`src/hw/rtl/klo_pkg.sv`:
```
// shared types and constants for the kicker pulse lockout block
package klo_pkg;

  localparam int unsigned DtW        = 16;
  localparam int unsigned MinIntW    = 20;
  localparam int unsigned MaxPulseW  = 16;
  localparam int unsigned CfgAddrW   = 1;
  localparam int unsigned CfgDataW   = 20;
  localparam int unsigned InTdataW   = 24;
  localparam int unsigned OutTdataW  = 8;
  localparam int unsigned StatusW    = 3;

  localparam logic [MinIntW-1:0]   MinIntervalRst = 20'd300000;
  localparam logic [MaxPulseW-1:0] MaxPulseRst    = 16'd15000;

  typedef enum logic [CfgAddrW-1:0] {
    REG_MIN_INTERVAL = 1'b0,
    REG_MAX_PULSE    = 1'b1
  } cfg_reg_e;

  typedef enum logic [StatusW-1:0] {
    ST_TICK  = 3'd0,
    ST_START = 3'd1,
    ST_ZERO  = 3'd2,
    ST_BUSY  = 3'd3,
    ST_SOON  = 3'd4
  } status_e;

  typedef struct packed {
    logic           req_type;
    logic [DtW-1:0] discharge_time;
    logic           kick_mode_raw;
  } item_t;

  typedef struct packed {
    logic    chip_line;
    logic    shoot_line;
    logic    pulse_busy;
    status_e status;
  } res_t;

  typedef struct packed {
    logic [MinIntW-1:0]   min_interval_us;
    logic [MaxPulseW-1:0] max_pulse_us;
  } cfg_t;

endpackage

```
`src/hw/rtl/kicker_pulse_lockout.sv`:
```
// top level of the solenoid kick driver with retrigger lockout
//
// Usage: each word on the slave stream is either a one microsecond tick
// (s_axis_tuser = 0) or a kick request (s_axis_tuser = 1) carrying a
// discharge time and a mode bit. Every word yields exactly one result word on
// the master stream with the chip, shoot and busy levels after that word and
// a status code in m_axis_tuser.
// Path: the input register holds each accepted word, then the decision logic
// writes the result register, and a stall on the result side can hold the
// word in between. Throughput: one word per cycle while m_axis_tready stays
// high, as the counters are compared, decremented and loaded per word.
// Config: registers are written through cfg_valid_i / cfg_addr_i / cfg_data_i,
// always ready; index 0 is the min interval in ticks, index 1 the max pulse.
// Reset: pulse and interval counters clear, so the first kick also waits the
// min interval; registers return to 300000 and 15000.
// Stall: when m_axis_tready is low the result holds; once the input and result
// registers are full s_axis_tready follows m_axis_tready in the same cycle,
// while an empty input register still takes one more word before s_axis_tready drops.
module kicker_pulse_lockout import klo_pkg::*; #(
  parameter int unsigned PULSE_BITS    = 16,
  parameter int unsigned INTERVAL_BITS = 20
) (
  input  logic                 clk_i,
  input  logic                 rst_ni,
  input  logic                 s_axis_tvalid,
  output logic                 s_axis_tready,
  input  logic [InTdataW-1:0]  s_axis_tdata,   // discharge_time, kick_mode_raw
  input  logic                 s_axis_tuser,   // req_type
  output logic                 m_axis_tvalid,
  input  logic                 m_axis_tready,
  output logic [OutTdataW-1:0] m_axis_tdata,   // chip_line, shoot_line, pulse_busy
  output logic [StatusW-1:0]   m_axis_tuser,   // status
  input  logic                 cfg_valid_i,
  output logic                 cfg_ready_o,
  input  logic [CfgAddrW-1:0]  cfg_addr_i,
  input  logic [CfgDataW-1:0]  cfg_data_i
);

  cfg_t  cfg;
  item_t in_item, item;
  logic  item_valid, item_take;
  res_t  res;

  assign in_item.req_type       = s_axis_tuser;
  assign in_item.discharge_time = s_axis_tdata[DtW-1:0];
  assign in_item.kick_mode_raw  = s_axis_tdata[DtW];

  klo_cfg_regs u_cfg (
    .clk_i       (clk_i),
    .rst_ni      (rst_ni),
    .cfg_valid_i (cfg_valid_i),
    .cfg_ready_o (cfg_ready_o),
    .cfg_addr_i  (cfg_addr_i),
    .cfg_data_i  (cfg_data_i),
    .cfg_o       (cfg)
  );

  klo_in_stage u_in (
    .clk_i        (clk_i),
    .rst_ni       (rst_ni),
    .in_valid_i   (s_axis_tvalid),
    .in_ready_o   (s_axis_tready),
    .in_item_i    (in_item),
    .item_valid_o (item_valid),
    .item_take_i  (item_take),
    .item_o       (item)
  );

  klo_core #(
    .PULSE_BITS    (PULSE_BITS),
    .INTERVAL_BITS (INTERVAL_BITS)
  ) u_core (
    .clk_i        (clk_i),
    .rst_ni       (rst_ni),
    .cfg_i        (cfg),
    .item_valid_i (item_valid),
    .item_take_o  (item_take),
    .item_i       (item),
    .res_valid_o  (m_axis_tvalid),
    .res_ready_i  (m_axis_tready),
    .res_o        (res)
  );

  assign m_axis_tdata = {{(OutTdataW-3){1'b0}}, res.pulse_busy, res.shoot_line, res.chip_line};
  assign m_axis_tuser = res.status;

endmodule

```
`src/hw/rtl/klo_cfg_regs.sv`:
```
// configuration register file: min interval and max pulse length
module klo_cfg_regs import klo_pkg::*; (
  input  logic                clk_i,
  input  logic                rst_ni,
  input  logic                cfg_valid_i,
  output logic                cfg_ready_o,
  input  logic [CfgAddrW-1:0] cfg_addr_i,
  input  logic [CfgDataW-1:0] cfg_data_i,
  output cfg_t                cfg_o
);

  cfg_t cfg_q, cfg_d;

  assign cfg_ready_o = 1'b1;

  always_comb begin
    cfg_d = cfg_q;
    if (cfg_valid_i) begin
      case (cfg_reg_e'(cfg_addr_i))
        REG_MIN_INTERVAL: cfg_d.min_interval_us = cfg_data_i[MinIntW-1:0];
        REG_MAX_PULSE:    cfg_d.max_pulse_us    = cfg_data_i[MaxPulseW-1:0];
        default:          cfg_d = cfg_q;
      endcase
    end
  end

  always_ff @(posedge clk_i or negedge rst_ni) begin
    if (!rst_ni) begin
      cfg_q.min_interval_us <= MinIntervalRst;
      cfg_q.max_pulse_us    <= MaxPulseRst;
    end else begin
      cfg_q <= cfg_d;
    end
  end

  assign cfg_o = cfg_q;

endmodule

```
`src/hw/rtl/klo_in_stage.sv`:
```
// input register stage between the slave stream and the core
module klo_in_stage import klo_pkg::*; (
  input  logic  clk_i,
  input  logic  rst_ni,
  input  logic  in_valid_i,
  output logic  in_ready_o,
  input  item_t in_item_i,
  output logic  item_valid_o,
  input  logic  item_take_i,
  output item_t item_o
);

  logic  valid_q;
  item_t item_q;

  // refill in the same cycle the core takes the held word
  assign in_ready_o = !valid_q || item_take_i;

  always_ff @(posedge clk_i or negedge rst_ni) begin
    if (!rst_ni) begin
      valid_q <= 1'b0;
    end else if (in_ready_o) begin
      valid_q <= in_valid_i;
    end
  end

  always_ff @(posedge clk_i) begin
    if (in_ready_o && in_valid_i) begin
      item_q <= in_item_i;
    end
  end

  assign item_valid_o = valid_q;
  assign item_o       = item_q;

endmodule

```
`src/hw/rtl/klo_core.sv`:
```
// pulse and lockout state, decision logic and result register
module klo_core import klo_pkg::*; #(
  parameter int unsigned PULSE_BITS    = 16,
  parameter int unsigned INTERVAL_BITS = 20
) (
  input  logic  clk_i,
  input  logic  rst_ni,
  input  cfg_t  cfg_i,
  input  logic  item_valid_i,
  output logic  item_take_o,
  input  item_t item_i,
  output logic  res_valid_o,
  input  logic  res_ready_i,
  output res_t  res_o
);

  localparam int unsigned CmpW = (INTERVAL_BITS > MinIntW) ? INTERVAL_BITS : MinIntW;
  localparam int unsigned LenW = (PULSE_BITS > DtW) ? PULSE_BITS : DtW;

  logic [PULSE_BITS-1:0]    pulse_left_q, pulse_left_d, pulse_dec;
  logic [INTERVAL_BITS-1:0] since_q, since_d;
  logic                     active_q, active_d;
  logic                     chip_q, chip_d;
  logic                     res_valid_q;
  res_t                     res_q, res_d;
  status_e                  status;

  logic [MaxPulseW-1:0] clamp;
  logic [DtW-1:0]       len_raw;
  logic [LenW-1:0]      len_ext, pulse_max_ext, len_sat;
  logic                 too_soon;

  assign item_take_o = item_valid_i && (!res_valid_q || res_ready_i);

  assign clamp   = (cfg_i.max_pulse_us == '0) ? MaxPulseW'(1) : cfg_i.max_pulse_us;
  assign len_raw = (item_i.discharge_time < clamp) ? item_i.discharge_time : clamp;
  assign len_ext       = LenW'(len_raw);
  assign pulse_max_ext = LenW'({PULSE_BITS{1'b1}});
  // narrow counters saturate the length to what they can hold
  assign len_sat = (len_ext > pulse_max_ext) ? pulse_max_ext : len_ext;

  assign too_soon  = CmpW'(since_q) < CmpW'(cfg_i.min_interval_us);
  assign pulse_dec = (pulse_left_q == '0) ? pulse_left_q : pulse_left_q - 1'b1;

  always_comb begin
    pulse_left_d = pulse_left_q;
    since_d      = since_q;
    active_d     = active_q;
    chip_d       = chip_q;
    status       = ST_TICK;
    if (!item_i.req_type) begin
      status  = ST_TICK;
      since_d = (since_q == '1) ? since_q : since_q + 1'b1;
      if (active_q) begin
        pulse_left_d = pulse_dec;
        if (pulse_dec == '0) begin
          active_d = 1'b0;
        end
      end
    end else if (item_i.discharge_time == '0) begin
      status = ST_ZERO;
    end else if (active_q) begin
      status = ST_BUSY;
    end else if (too_soon) begin
      status = ST_SOON;
    end else begin
      status       = ST_START;
      since_d      = '0;
      pulse_left_d = len_sat[PULSE_BITS-1:0];
      active_d     = 1'b1;
      chip_d       = !item_i.kick_mode_raw;
    end
  end

  always_comb begin
    res_d.chip_line  = active_d && chip_d;
    res_d.shoot_line = active_d && !chip_d;
    res_d.pulse_busy = active_d;
    res_d.status     = status;
  end

  always_ff @(posedge clk_i or negedge rst_ni) begin
    if (!rst_ni) begin
      pulse_left_q <= '0;
      since_q      <= '0;
      active_q     <= 1'b0;
      chip_q       <= 1'b0;
      res_valid_q  <= 1'b0;
    end else begin
      if (item_take_o) begin
        pulse_left_q <= pulse_left_d;
        since_q      <= since_d;
        active_q     <= active_d;
        chip_q       <= chip_d;
      end
      if (item_take_o) begin
        res_valid_q <= 1'b1;
      end else if (res_ready_i) begin
        res_valid_q <= 1'b0;
      end
    end
  end

  always_ff @(posedge clk_i) begin
    if (item_take_o) begin
      res_q <= res_d;
    end
  end

  assign res_valid_o = res_valid_q;
  assign res_o       = res_q;

endmodule

```
`config.mk`:
```
export PLATFORM = sky130hd
export DESIGN_NAME = kicker_pulse_lockout
export DESIGN_NICKNAME = d
export VERILOG_FILES = /design/src/hw/rtl/klo_pkg.sv /design/src/hw/rtl/kicker_pulse_lockout.sv /design/src/hw/rtl/klo_cfg_regs.sv /design/src/hw/rtl/klo_in_stage.sv /design/src/hw/rtl/klo_core.sv
export SDC_FILE = /design/constraint.sdc
export NUM_CORES = 1
export LEC_CHECK = 0
export ABC_AREA = 0
export BUFFER_PORTS_ARGS = -buffer_cell sky130_fd_sc_hd__buf_4
export CAP_MARGIN = 5
export CORE_ASPECT_RATIO = 0.6
export CORE_UTILIZATION = 30
export CTS_CLUSTER_DIAMETER = 100
export DETAILED_ROUTE_END_ITERATION = 12
export GPL_TIMING_DRIVEN = 1
export SLEW_MARGIN = 20
export SYNTH_ARGS = -nofsm -noshare
export SYNTH_HDL_FRONTEND = slang
export SYNTH_SLANG_ARGS = --single-unit
```
`constraint.sdc`:
```
create_clock -name clk_i -period 5.2 [get_ports clk_i]
set_input_delay 0.52 -clock clk_i [delete_from_list [all_inputs] [get_ports clk_i]]
set_output_delay 0.52 -clock clk_i [all_outputs]
set_load 0.005 [all_outputs]
```
# Yosys cells after proc, flatten, opt, wreduce, memory -nomap -nowiden
# Cells that the tools add are included.
# Widths: inputs -> output; s select.
[word_totals]
wordCells = 81
output_inout_bits = 14
regBits = 100
input_bits = 51
[classes]
eq_ne = 6
n_addsub = 2
n_lt_le_gt_ge = 3
n_reduce_logical = 22
bitwise_logic = 2
mux = 29
[op_table]
columns = ["operator", "count"]
rows = [
  ["$mux 16", 9],
  ["$mux 20", 5],
  ["$logic_not 16->1", 4],
  ["$add 20x1->20 const B", 1],
  ["$eq 20x20->1 const B", 1],
  ["$lt 20x20->1", 1],
  ["$gt 16x16->1 const B", 1],
  ["$lt 16x16->1", 1],
  ["$sub 16x1->16 const B", 1],
  ["$mux 1", 12],
  ["$reduce_and 5->1", 2],
  ["$ne 2x2->1 const B", 4],
  ["$logic_and 1x1->1", 4],
  ["$logic_not 1->1", 4],
  ["$mux 2", 2],
  ["$reduce_and 2->1", 2],
  ["$reduce_bool 2->1", 2],
  ["$mux 3", 1],
  ["$ne 3x2->1 const B", 1],
  ["$reduce_or 3->1", 1],
  ["$logic_or 1x1->1", 2],
  ["$not 1->1", 2],
  ["$reduce_or 2->1", 1],
]

# Logic depth before layout (Yosys ltp)
# Gate-level depths: netlist (run 1).
[depth]
ltp_word = 10
mapped_depth = 11
mapped_depth_nobuf = 9

# Modules after synthesis
# From an unflattened synthesis (run 1), not the netlist that was laid out.
[hier_totals]
cells_unflattened = 592
hier_area_um2 = 5998.3
[modules_own_cells]
columns = ["module", "cells_each", "seq_area_each_um2", "n_inst", "area_per_inst_um2"]
rows = [
  ["klo_core", 485, 1156.1, 1, 3991.3],
  ["klo_cfg_regs", 79, 919.6, 1, 1371.3],
  ["klo_in_stage", 22, 565.5, 1, 594.3],
  ["kicker_pulse_lockout", 6, 0.0, 1, 41.3],
]

# Worst setup path before layout (run 1)
# OpenSTA, ideal clock, no wires.
[synth_timing]
path_type = "register to register"
start = "register u_cfg.cfg_q, in the netlist u_cfg.cfg_o[7]"
end = "register u_core.pulse_left_q[15]"
path_slack_ns = 2.632
setup_ns = 0.123
stages_incl_launch_ff = 10
arrival_time_ns = 2.445
period_less_slack_ns = 2.568
n_path_buf = 0
path_cell_list = "dfstp_2 -> inv_1 -> ha_1 -> nand4_1 -> or4_1 -> a2bb2oi_1 -> a2bb2oi_4 -> o221ai_2 -> or3b_1 -> o221a_2"
[synth_via]
elab_chain_cells = 10
[synth_rtl]
columns = ["item", "line", "source"]
rows = [
  ["start, declared", "klo_cfg_regs.sv:12", "cfg_t cfg_q, cfg_d;"],
  ["start signal, assigned", "klo_cfg_regs.sv:32", "cfg_q <= cfg_d;"],
  ["$logic_not 16->1", "klo_core.sv:35", "assign clamp = (cfg_i.max_pulse_us == '0) ? MaxPulseW'(1) : cfg_i.max_pulse_us;"],
  ["$mux 16 *", "klo_core.sv:35", ""],
  ["$lt 16x16->1", "klo_core.sv:36", "assign len_raw = (item_i.discharge_time < clamp) ? item_i.discharge_time : clamp;"],
  ["$mux 16 *", "klo_core.sv:36", ""],
  ["$gt 16x16->1", "klo_core.sv:40", "assign len_sat = (len_ext > pulse_max_ext) ? pulse_max_ext : len_ext;"],
  ["$mux 16 *", "klo_core.sv:40", ""],
  ["$mux 16 *", "klo_core.sv:64", "end else if (too_soon) begin"],
  ["$mux 16 *", "klo_core.sv:62", "end else if (active_q) begin"],
  ["$mux 16 *", "klo_core.sv:60", "end else if (item_i.discharge_time == '0) begin"],
  ["$mux 16 *", "klo_core.sv:51", "if (!item_i.req_type) begin"],
  ["end signal, assigned", "klo_core.sv:91", "pulse_left_q <= pulse_left_d;"],
  ["end, declared", "klo_core.sv:20", "logic [PULSE_BITS-1:0] pulse_left_q, pulse_left_d, pulse_dec;"],
]
# Mark *: on every way between the ends. The rest lies on a longest branch, timed or not. The select of a mux whose other input is x is not followed.
# A chain may end at the register's enable or synchronous reset.

# Worst setup path after layout (run 1)
[layout_timing]
start = "register u_cfg.cfg_q, in the netlist u_cfg.cfg_o[7]"
end = "register u_core.pulse_left_q[1]"
# The elaborated chain is that of the path after synthesis.

==> metrics.md, run 1 <==
| Metric | Value |
|---|---|
| Final Hold Fails | 0 |
| Layout cells sized above 1 | 21.0% |
| Max Slew Vio Count | 0 |
| # clock sinks | 100 |
| GP Congestion | 0.923 |
| Max Clk Rate | 317 MHz |
| Static leakage | a little under 3 nW |
| Avg WL per Cell | between 15 and 20 um |
| First drt pass iteration count | 5 |
| Req. time, crit path | 5.45 ns |
| Internal cell power | 1.55 mW |
| Clock transition at the registers of the reported paths | 0.08 ns |
| Main synth FF type | dfrtp_1 |
| Switch share | 33.4% |
| Max-Slew Margin vs Limit | 33.6% |
| Power Dens Cells | around 340 mW/mm2 |
| Synthesized instance count | 595 |
| Area of the die | 0.0202 mm2 |
| Port Buffers | between 50 and 60 |
| Clock network power share | 30.3% |
| H-tree depth | 3 |
| Yosys warnings | 0 |
| Seq cells post-synth | 100 |
| Post-Synthesis Cell Area | a little under 0.006 mm2 |
| RSZ-0062 raised after global routing | false |
| Setup crit start kind | flip-flop |
| Combinational share of power | 23.9% |
| # IOs | 65 |
| Synth area leader | dfrtp_1 |
| Area Overhead vs Synth | 16.1% |
| Post-DP HPWL | 11300 um |
| Starting Density | 30.8% |
| Detail Route Antenna Nets | 0 |
| Clk buf depth | 2 |
| Design Power | 2.32 mW |
| DRC Markers | 0 |
| Post-CTS sizing | 0 |
| Initial drt markers | 337 |
| Antenna violations before repair | 0 |
| Post-synth ARST share | 76.0% |
| Clk root buf | clkbuf_16 |
| Top cells by area, synth | dfrtp_1, edfxtp_1, ha_1, dfstp_2, nand2_1 |
| Sequential Power Share | 45.8% |
| Worst hold path type | in -> reg |
| P_sw | 0.775 mW |
| Peak fanout along the critical path | 17 |
| All-layer global routing usage | around 16% |
| Die H | 111 um |
| VDD IR max | 146 uV |
| Vias per cell | ~5.0 |
| Critical path endpoint category | flip-flop |
| Via count | 4537 |
| Synth cell types | 73 |
| Global-route wire length before repair | 24200 um |
| Worst Max-Slew Pin Slew | about 1 ns |
| Min Clock Period, post-route | 3.16 ns |
| CTS tree | built |
| Register area share after synthesis | between 40% and 50% |
| Largest net degree at the start of global routing | 70 |
| Post-Route WL | between 15000 and 20000 um |
| Skew final | 0.00969 ns |
| Final setup violation count | 0 |
| Post-Route Setup TNS | 0 ns |
| # diodes | 0 |
| Die X | 183 um |
| Crit path DAT | about 3.4 ns |
| Vias in the first global route | between 4000 and 5000 |
| Post-synth EDFFs | 24 |
| Max-cap violations | 0 |
| Grt total ovfl | 0 |
| Row count | 39 |
| Core area | around 0.019 mm2 |
| CTS buffer count | 9 |
| Avg Cell Area, Syn | 9.90 um2 |
| Layout fillers | 1974 |
| Latest clock arrival within the worst-skew pair | 0.36 ns |
| Top cell type's share of synthesized area | about a quarter |
| Total Nets Final | around 730 |
| Period utilisation layout | 60.7% |
| Setup Crit Path Kind | reg -> reg |
| Status | finished clean |
[repair_timing]
action                    CTS  global route
setup buffers               0             0
hold buffers                1             0
hold endpoints to repair    4             0
[synthesized netlist by cell type (4+ instances only)]
master    instances
nand2_1          67
dfrtp_1          61
nor2_1           51
inv_1            44
o21ai_0          39
ha_1             37
edfxtp_1         24
a21oi_1          23
mux2_2           20
dfstp_2          15
nand3_1          13
nor3_1           13
mux2i_1          12
nand4_1          12
and3_1           10
clkbuf_1          8
nor4_1            8
xor2_1            8
a211oi_1          6
buf_4             6
nor2b_1           6
xnor2_1           6
a21o_1            5
nand2b_1          5
or4_1             5
and2_1            4
and4_1            4
buf_2             4
o211ai_1          4
o221a_2           4
o31a_1            4
or2_2             4
[per-stage QoR]
stage | hold slack, ns | std cells | setup WS, ns | area (um2) | util, %
floorplan | 0.224 | 599 | 2.63 | 5910 | -
detailed placement | 0.342 | 896 | 1.81 | 6510 | 34.0
CTS | 0.321 | 913 | 1.77 | 6820 | 35.7
finish | 0.337 | 914 | 2.04 | 6840 | 35.7
global placement | 0.344 | 896 | 1.83 | 6510 | 34.0
global route | 0.320 | 914 | 1.90 | 6840 | 35.7
[logic make-up after synthesis]
logic type	share of synthesized area, %
buf+inv	5.14
mux	5.86
fa+ha+maj	7.86
compound gates	14.1
flops	44.8
xor+xnor	2.08
other cells	0.127
simple gates	19.9
[sequential cells by signal, summed over array words and instances, names as in the netlist]
| signal | cells |
|---|---|
| u_core.since_q | 20 |
| u_core.res_o | 6 |
| u_core.active_q | 1 |
| u_in.item_o | 18 |
| u_core.pulse_left_q | 16 |
| u_core.chip_q | 1 |
| u_core.res_valid_o | 1 |
| u_in.item_valid_o | 1 |
| u_cfg.cfg_o | 36 |
[power by group through the flow]
| stage | clock [mW] | sequential [mW] | combinational (mW) |
|---|---|---|---|
| 2_1_floorplan | 0 | 1.01 | 0.440 |
| 3_3_place_gp | 0 | 1.07 | 0.539 |
| 3_5_place_dp | 0 | 1.07 | 0.548 |
| 4_1_cts | 0.730 | 1.06 | 0.552 |
| 5_1_grt | 0.759 | 1.08 | 0.627 |
| 6_report | 0.704 | 1.06 | 0.555 |
[final timing paths]
kind,start,endpoint,slack (ns),depth (start not counted)
setup / recovery,u_cfg.cfg_o[7]$_DFFE_PN1P_,u_core.pulse_left_q[1]$_DFFE_PN0P_,2.04,9
hold / removal,s_axis_tdata[9],u_in.item_o[10]$_DFFE_PP_,0.34,1
setup reg to reg,u_cfg.cfg_o[7]$_DFFE_PN1P_,u_core.pulse_left_q[1]$_DFFE_PN0P_,2.04,9
hold reg to reg,u_core.chip_q$_DFFE_PN0P_,u_core.chip_q$_DFFE_PN0P_,0.49,2
max in group asynchronous,rst_ni,u_core.pulse_left_q[2]$_DFFE_PN0P_,3.57,3
min in group asynchronous,rst_ni,u_cfg.cfg_o[20]$_DFFE_PN0P_,0.51,2
[critical path: stages, from the launching register on]
cell,delay [ns]
dfstp_2,0.56
inv_1,0.05
ha_1,0.29
nand4_1,0.12
or4_1,0.51
a2bb2oi_1,0.19
a2bb2oi_4,0.57
mux2i_1,0.51
a22oi_1,0.12
o21a_1,0.14
[cell usage in the layout (no fill, tap or decap), types with 5 or more instances in the layout]
| cell | instances |
|---|---|
| nor3_1 | 13 |
| dfstp_2 | 15 |
| xor2_1 | 8 |
| o21ai_0 | 39 |
| a21o_1 | 5 |
| a21oi_1 | 23 |
| nand3_1 | 13 |
| nor2b_1 | 5 |
| edfxtp_1 | 24 |
| conb_1 | 6 |
| mux2i_1 | 12 |
| clkbuf_16 | 9 |
| or4_1 | 5 |
| and3_1 | 10 |
| nand4_1 | 12 |
| xnor2_1 | 6 |
| mux2_2 | 20 |
| dfrtp_1 | 61 |
| buf_4 | 54 |
| ha_1 | 37 |
| a211oi_1 | 6 |
| nor4_1 | 8 |
| nand2_1 | 67 |
| nand2b_1 | 5 |
| inv_1 | 44 |
| nor2_1 | 51 |
[area by class of cell]
class                      count  area, um2  area share (%)
clock buffer                   9        225            3.29
timing repair buffer          56        430            6.30
sequential                   100       2640            38.6
multi-input combinational    432       2960            43.4
clock inverter                 7       77.6            1.13
inverter                      44        165            2.42
tap                          266        333            4.87
[layer usage]
metal	global-route usage (%)	up-vias	wire (um)
li1	-	2221	-
met1	26.7	2167	8640
met2	17.6	140	5100
met3	5.71	9	1260
met4	3.33	0	100
met5	0	-	0
(Power assumes the default switching activity.)
==> inputs of run 2 (changes only) <==
==> constraint.sdc (replaced) <==
create_clock -name clk_i -period 2.72 [get_ports clk_i]
set_input_delay 0.272 -clock clk_i [delete_from_list [all_inputs] [get_ports clk_i]]
set_output_delay 0.272 -clock clk_i [all_outputs]
set_load 0.005 [all_outputs]
==> metrics.md, run 2 (same netlist as run 1, synthesis figures left out) <==
| Metric | Value |
|---|---|
| Row count | 39 (unchanged) |
| Worst r2r src | u_cfg.cfg_o[3]$_DFFE_PN1P_ |
| Internal cell power | 3.16 mW (+100%) |
| Clock network power share | 28.6% (-1.7 points) |
| Worst Max-Slew Pin Slew | 0.729 ns (-0.268 ns) |
| Vias per cell | 4.91 (-1.1%) |
| Grt total ovfl | 0 (unchanged) |
| Worst Setup SP | u_cfg.cfg_o[3]$_DFFE_PN1P_ |
| Peak fanout along the critical path | 6 (-11) |
| GP Congestion | 0.933 (+1.1%) |
| Max Slew Vio Count | 0 (unchanged) |
| Critical path endpoint category | flip-flop |
| Clk buf depth | 2 (unchanged) |
| Antenna violations before repair | 0 (unchanged) |
| Worst hold path type | in -> async |
| Dpl cell area | 0.00692 mm2 (+6.4%) |
| Post-DP HPWL | 12200 um (+7.4%) |
| Placed insts | 948 (+5.8%) |
| Max Clk Rate | 372 MHz (+17%) |
| WHS | -0.0775 ns (-0.415 ns) |
| CTS Hold Bufs | 0 (-1) |
| Die X | 183 um (unchanged) |
| R2R Setup Slk | 0.03 ns (-2.01 ns) |
| Die H | 111 um (unchanged) |
| Total Nets Final | 785 (+7.4%) |
| Clock transition at the registers of the reported paths | 0.08 ns (about the same) |
| Latest clock arrival within the worst-skew pair | 0.36 ns (about the same) |
| CP cell instances | inv_1 -> ha_1 -> nor2_1 -> or4_4 -> a2bb2oi_4 -> a2bb2oi_4 -> buf_4 -> mux2i_1 -> nand2_1 -> o221a_2 |
| Clk root buf | clkbuf_16 |
| Post-route cell area | 0.00739 mm2 (+8.1%) |
| Port Buffers | 51 (unchanged) |
| Combinational share of power | 29.5% (+5.6 points) |
| Min Clock Period, post-route | 2.69 ns (-0.469 ns) |
| H-tree depth | 3 (unchanged) |
| Area Overhead vs Synth | 25.4% |
| Largest net degree at the start of global routing | 77 (+10%) |
| Critical R2R Capture | u_core.pulse_left_q[7]$_DFFE_PN0P_ |
| Detail Route Antenna Nets | 0 (unchanged) |
| Setup crit end | u_core.pulse_left_q[7]$_DFFE_PN0P_ |
| Max reg flops | 36 (unchanged) |
| Layout fillers | 1931 (-2.2%) |
| Most used cell, CP | a2bb2oi_4 |
| Vias in the first global route | 4480 (+7.5%) |
| Setup crit start kind | flip-flop |
| All-layer global routing usage | 16.4% (+0.58 points) |
| Setup Crit Path Kind | reg -> reg |
| Most frequent cells in the layout | buf_4, nand2_1, dfrtp_1 |
| Power Dens Cells | 642 mW/mm2 (+89%) |
| Crit path DAT | 2.95 ns (-0.46 ns) |
| Period utilisation layout | 98.9% (+38 points) |
| Req. time, crit path | 2.98 ns (-2.47 ns) |
| Critical Path Stages | 10 (+1) |
| Core area | 0.0191 mm2 (unchanged) |
| CP max stage cell | dfstp_2 |
| Post-Route Setup TNS | 0 ns (unchanged) |
| Max-Slew Margin vs Limit | 51.4% (+18 points) |
| Avg WL per Cell | 16.4 um (-0.45%) |
| # clock sinks | 100 (unchanged) |
| CTS tree | built |
| Post-Route WL | 15900 um (+5.4%) |
| Switch share | 33.4% (about the same) |
| CTS buffer count | 9 (unchanged) |
| Starting Density | 30.8% (unchanged) |
| DRC Markers | 0 (unchanged) |
| # IOs | 65 (unchanged) |
| Skew final | 0.0137 ns (+0.00405 ns) |
| Sequential Power Share | 41.9% (-3.9 points) |
| # diodes | 0 (unchanged) |
| Static leakage | 3.22 nW (+10%) |
| Status | finished with violations |
| Global-route wire length before repair | 25300 um (+4.4%) |
| Area of the die | 0.0202 mm2 (unchanged) |
| Final setup violation count | 0 (unchanged) |
| Final Hold Fails | 61 (+61) |
| Top delay family on crit path | simple AND/OR/NAND/NOR gates |
| Failing checks | negative hold slack |
| CP peak stage delay | 0.54 ns (-0.03 ns) |
| First drt pass iteration count | 7 (+2) |
| Buf/Inv on CP | 2 (+1) |
| VDD IR max | 360 uV (+150%) |
| R2r worst-path depth | 10 (+1) |
| Max-cap violations | 0 (unchanged) |
| Most common cell after layout, fill and taps aside | buf_4 |
| P_sw | 1.58 mW (+100%) |
| Via count | 4753 (+4.8%) |
| Initial drt markers | 316 (-6.2%) |
| RSZ-0062 raised after global routing | true |
| Layout cells sized above 1 | 29.5% (+8.5 points) |
| Post-Layout Cell Count | 968 (+5.9%) |
[run 2: metrics by stage]
| stage | power (mW) | hold slack, ns | worst slack, ns | util, % |
|---|---|---|---|---|
| floorplan | 2.77 | -0.0236 | 0.152 | - |
| global placement | 3.29 | 0.450 | 0.00807 | 36.2 |
| detailed placement | 3.30 | 0.451 | -0.0294 | 36.2 |
| CTS | 4.68 | 0.0758 | 0.0108 | 37.9 |
| global route | 5.00 | 0.000955 | -0.0493 | 38.6 |
| finish | 4.74 | -0.0775 | 0.0308 | 38.6 |
[run 2: worst min-delay path by stage]
stage	startpoint	end	slack, ns	depth (start not counted)
finish	rst_ni	u_cfg.cfg_o[1]$_DFFE_PN0P_	-0.08	1
global route	rst_ni	u_cfg.cfg_o[1]$_DFFE_PN0P_	0.001	1
CTS	s_axis_tdata[9]	u_in.item_o[10]$_DFFE_PP_	0.08	1
detailed placement	s_axis_tdata[9]	u_in.item_o[10]$_DFFE_PP_	0.45	1
global placement	s_axis_tdata[9]	u_in.item_o[10]$_DFFE_PP_	0.45	1
floorplan	rst_ni	u_cfg.cfg_o[0]$_DFFE_PN0P_	-0.02	0
[run 2: repair_timing]
action / in CTS / in global routing
pin swaps: 4 / 10
resized for setup: 2 / 24
setup endpoints to repair: 4 / 37
buffers inserted: 1 / 3
[run 2: layout make-up]
cell class	count	area (um2)	area share (%)
tap	266	333	4.50
multi-input combinational	432	3080	41.7
timing repair buffer	110	866	11.7
sequential	100	2640	35.7
clock buffer	9	225	3.05
clock inverter	7	78.8	1.07
inverter	44	165	2.24
[run 2: layer usage]
layer  share of wire (%)  up-vias  wire length (um)  global-route usage [%]
li1                    -     2330                 -                       -
met1                  55     2244              8810                    27.2
met2                  36      155              5710                    19.7
met3                 7.7       24              1230                    5.08
met4                0.99        0               158                    3.11
met5                   0        -                 0                       0
[run 2: power groups by stage]
stage,logic (mW),clock network [mW],registers [mW]
global route,1.54,1.45,2.01
finish,1.40,1.36,1.99
detailed placement,1.30,0,2.00
floorplan,0.841,0,1.93
global placement,1.29,0,2.00
CTS,1.32,1.39,1.98
[run 2: worst register-to-register path: stages, from the launching register on]
cell	delay (ns)
dfstp_2	0.54
inv_1	0.04
ha_1	0.27
nor2_1	0.05
or4_4	0.50
a2bb2oi_4	0.17
a2bb2oi_4	0.30
buf_4	0.20
mux2i_1	0.29
nand2_1	0.10
o221a_2	0.13
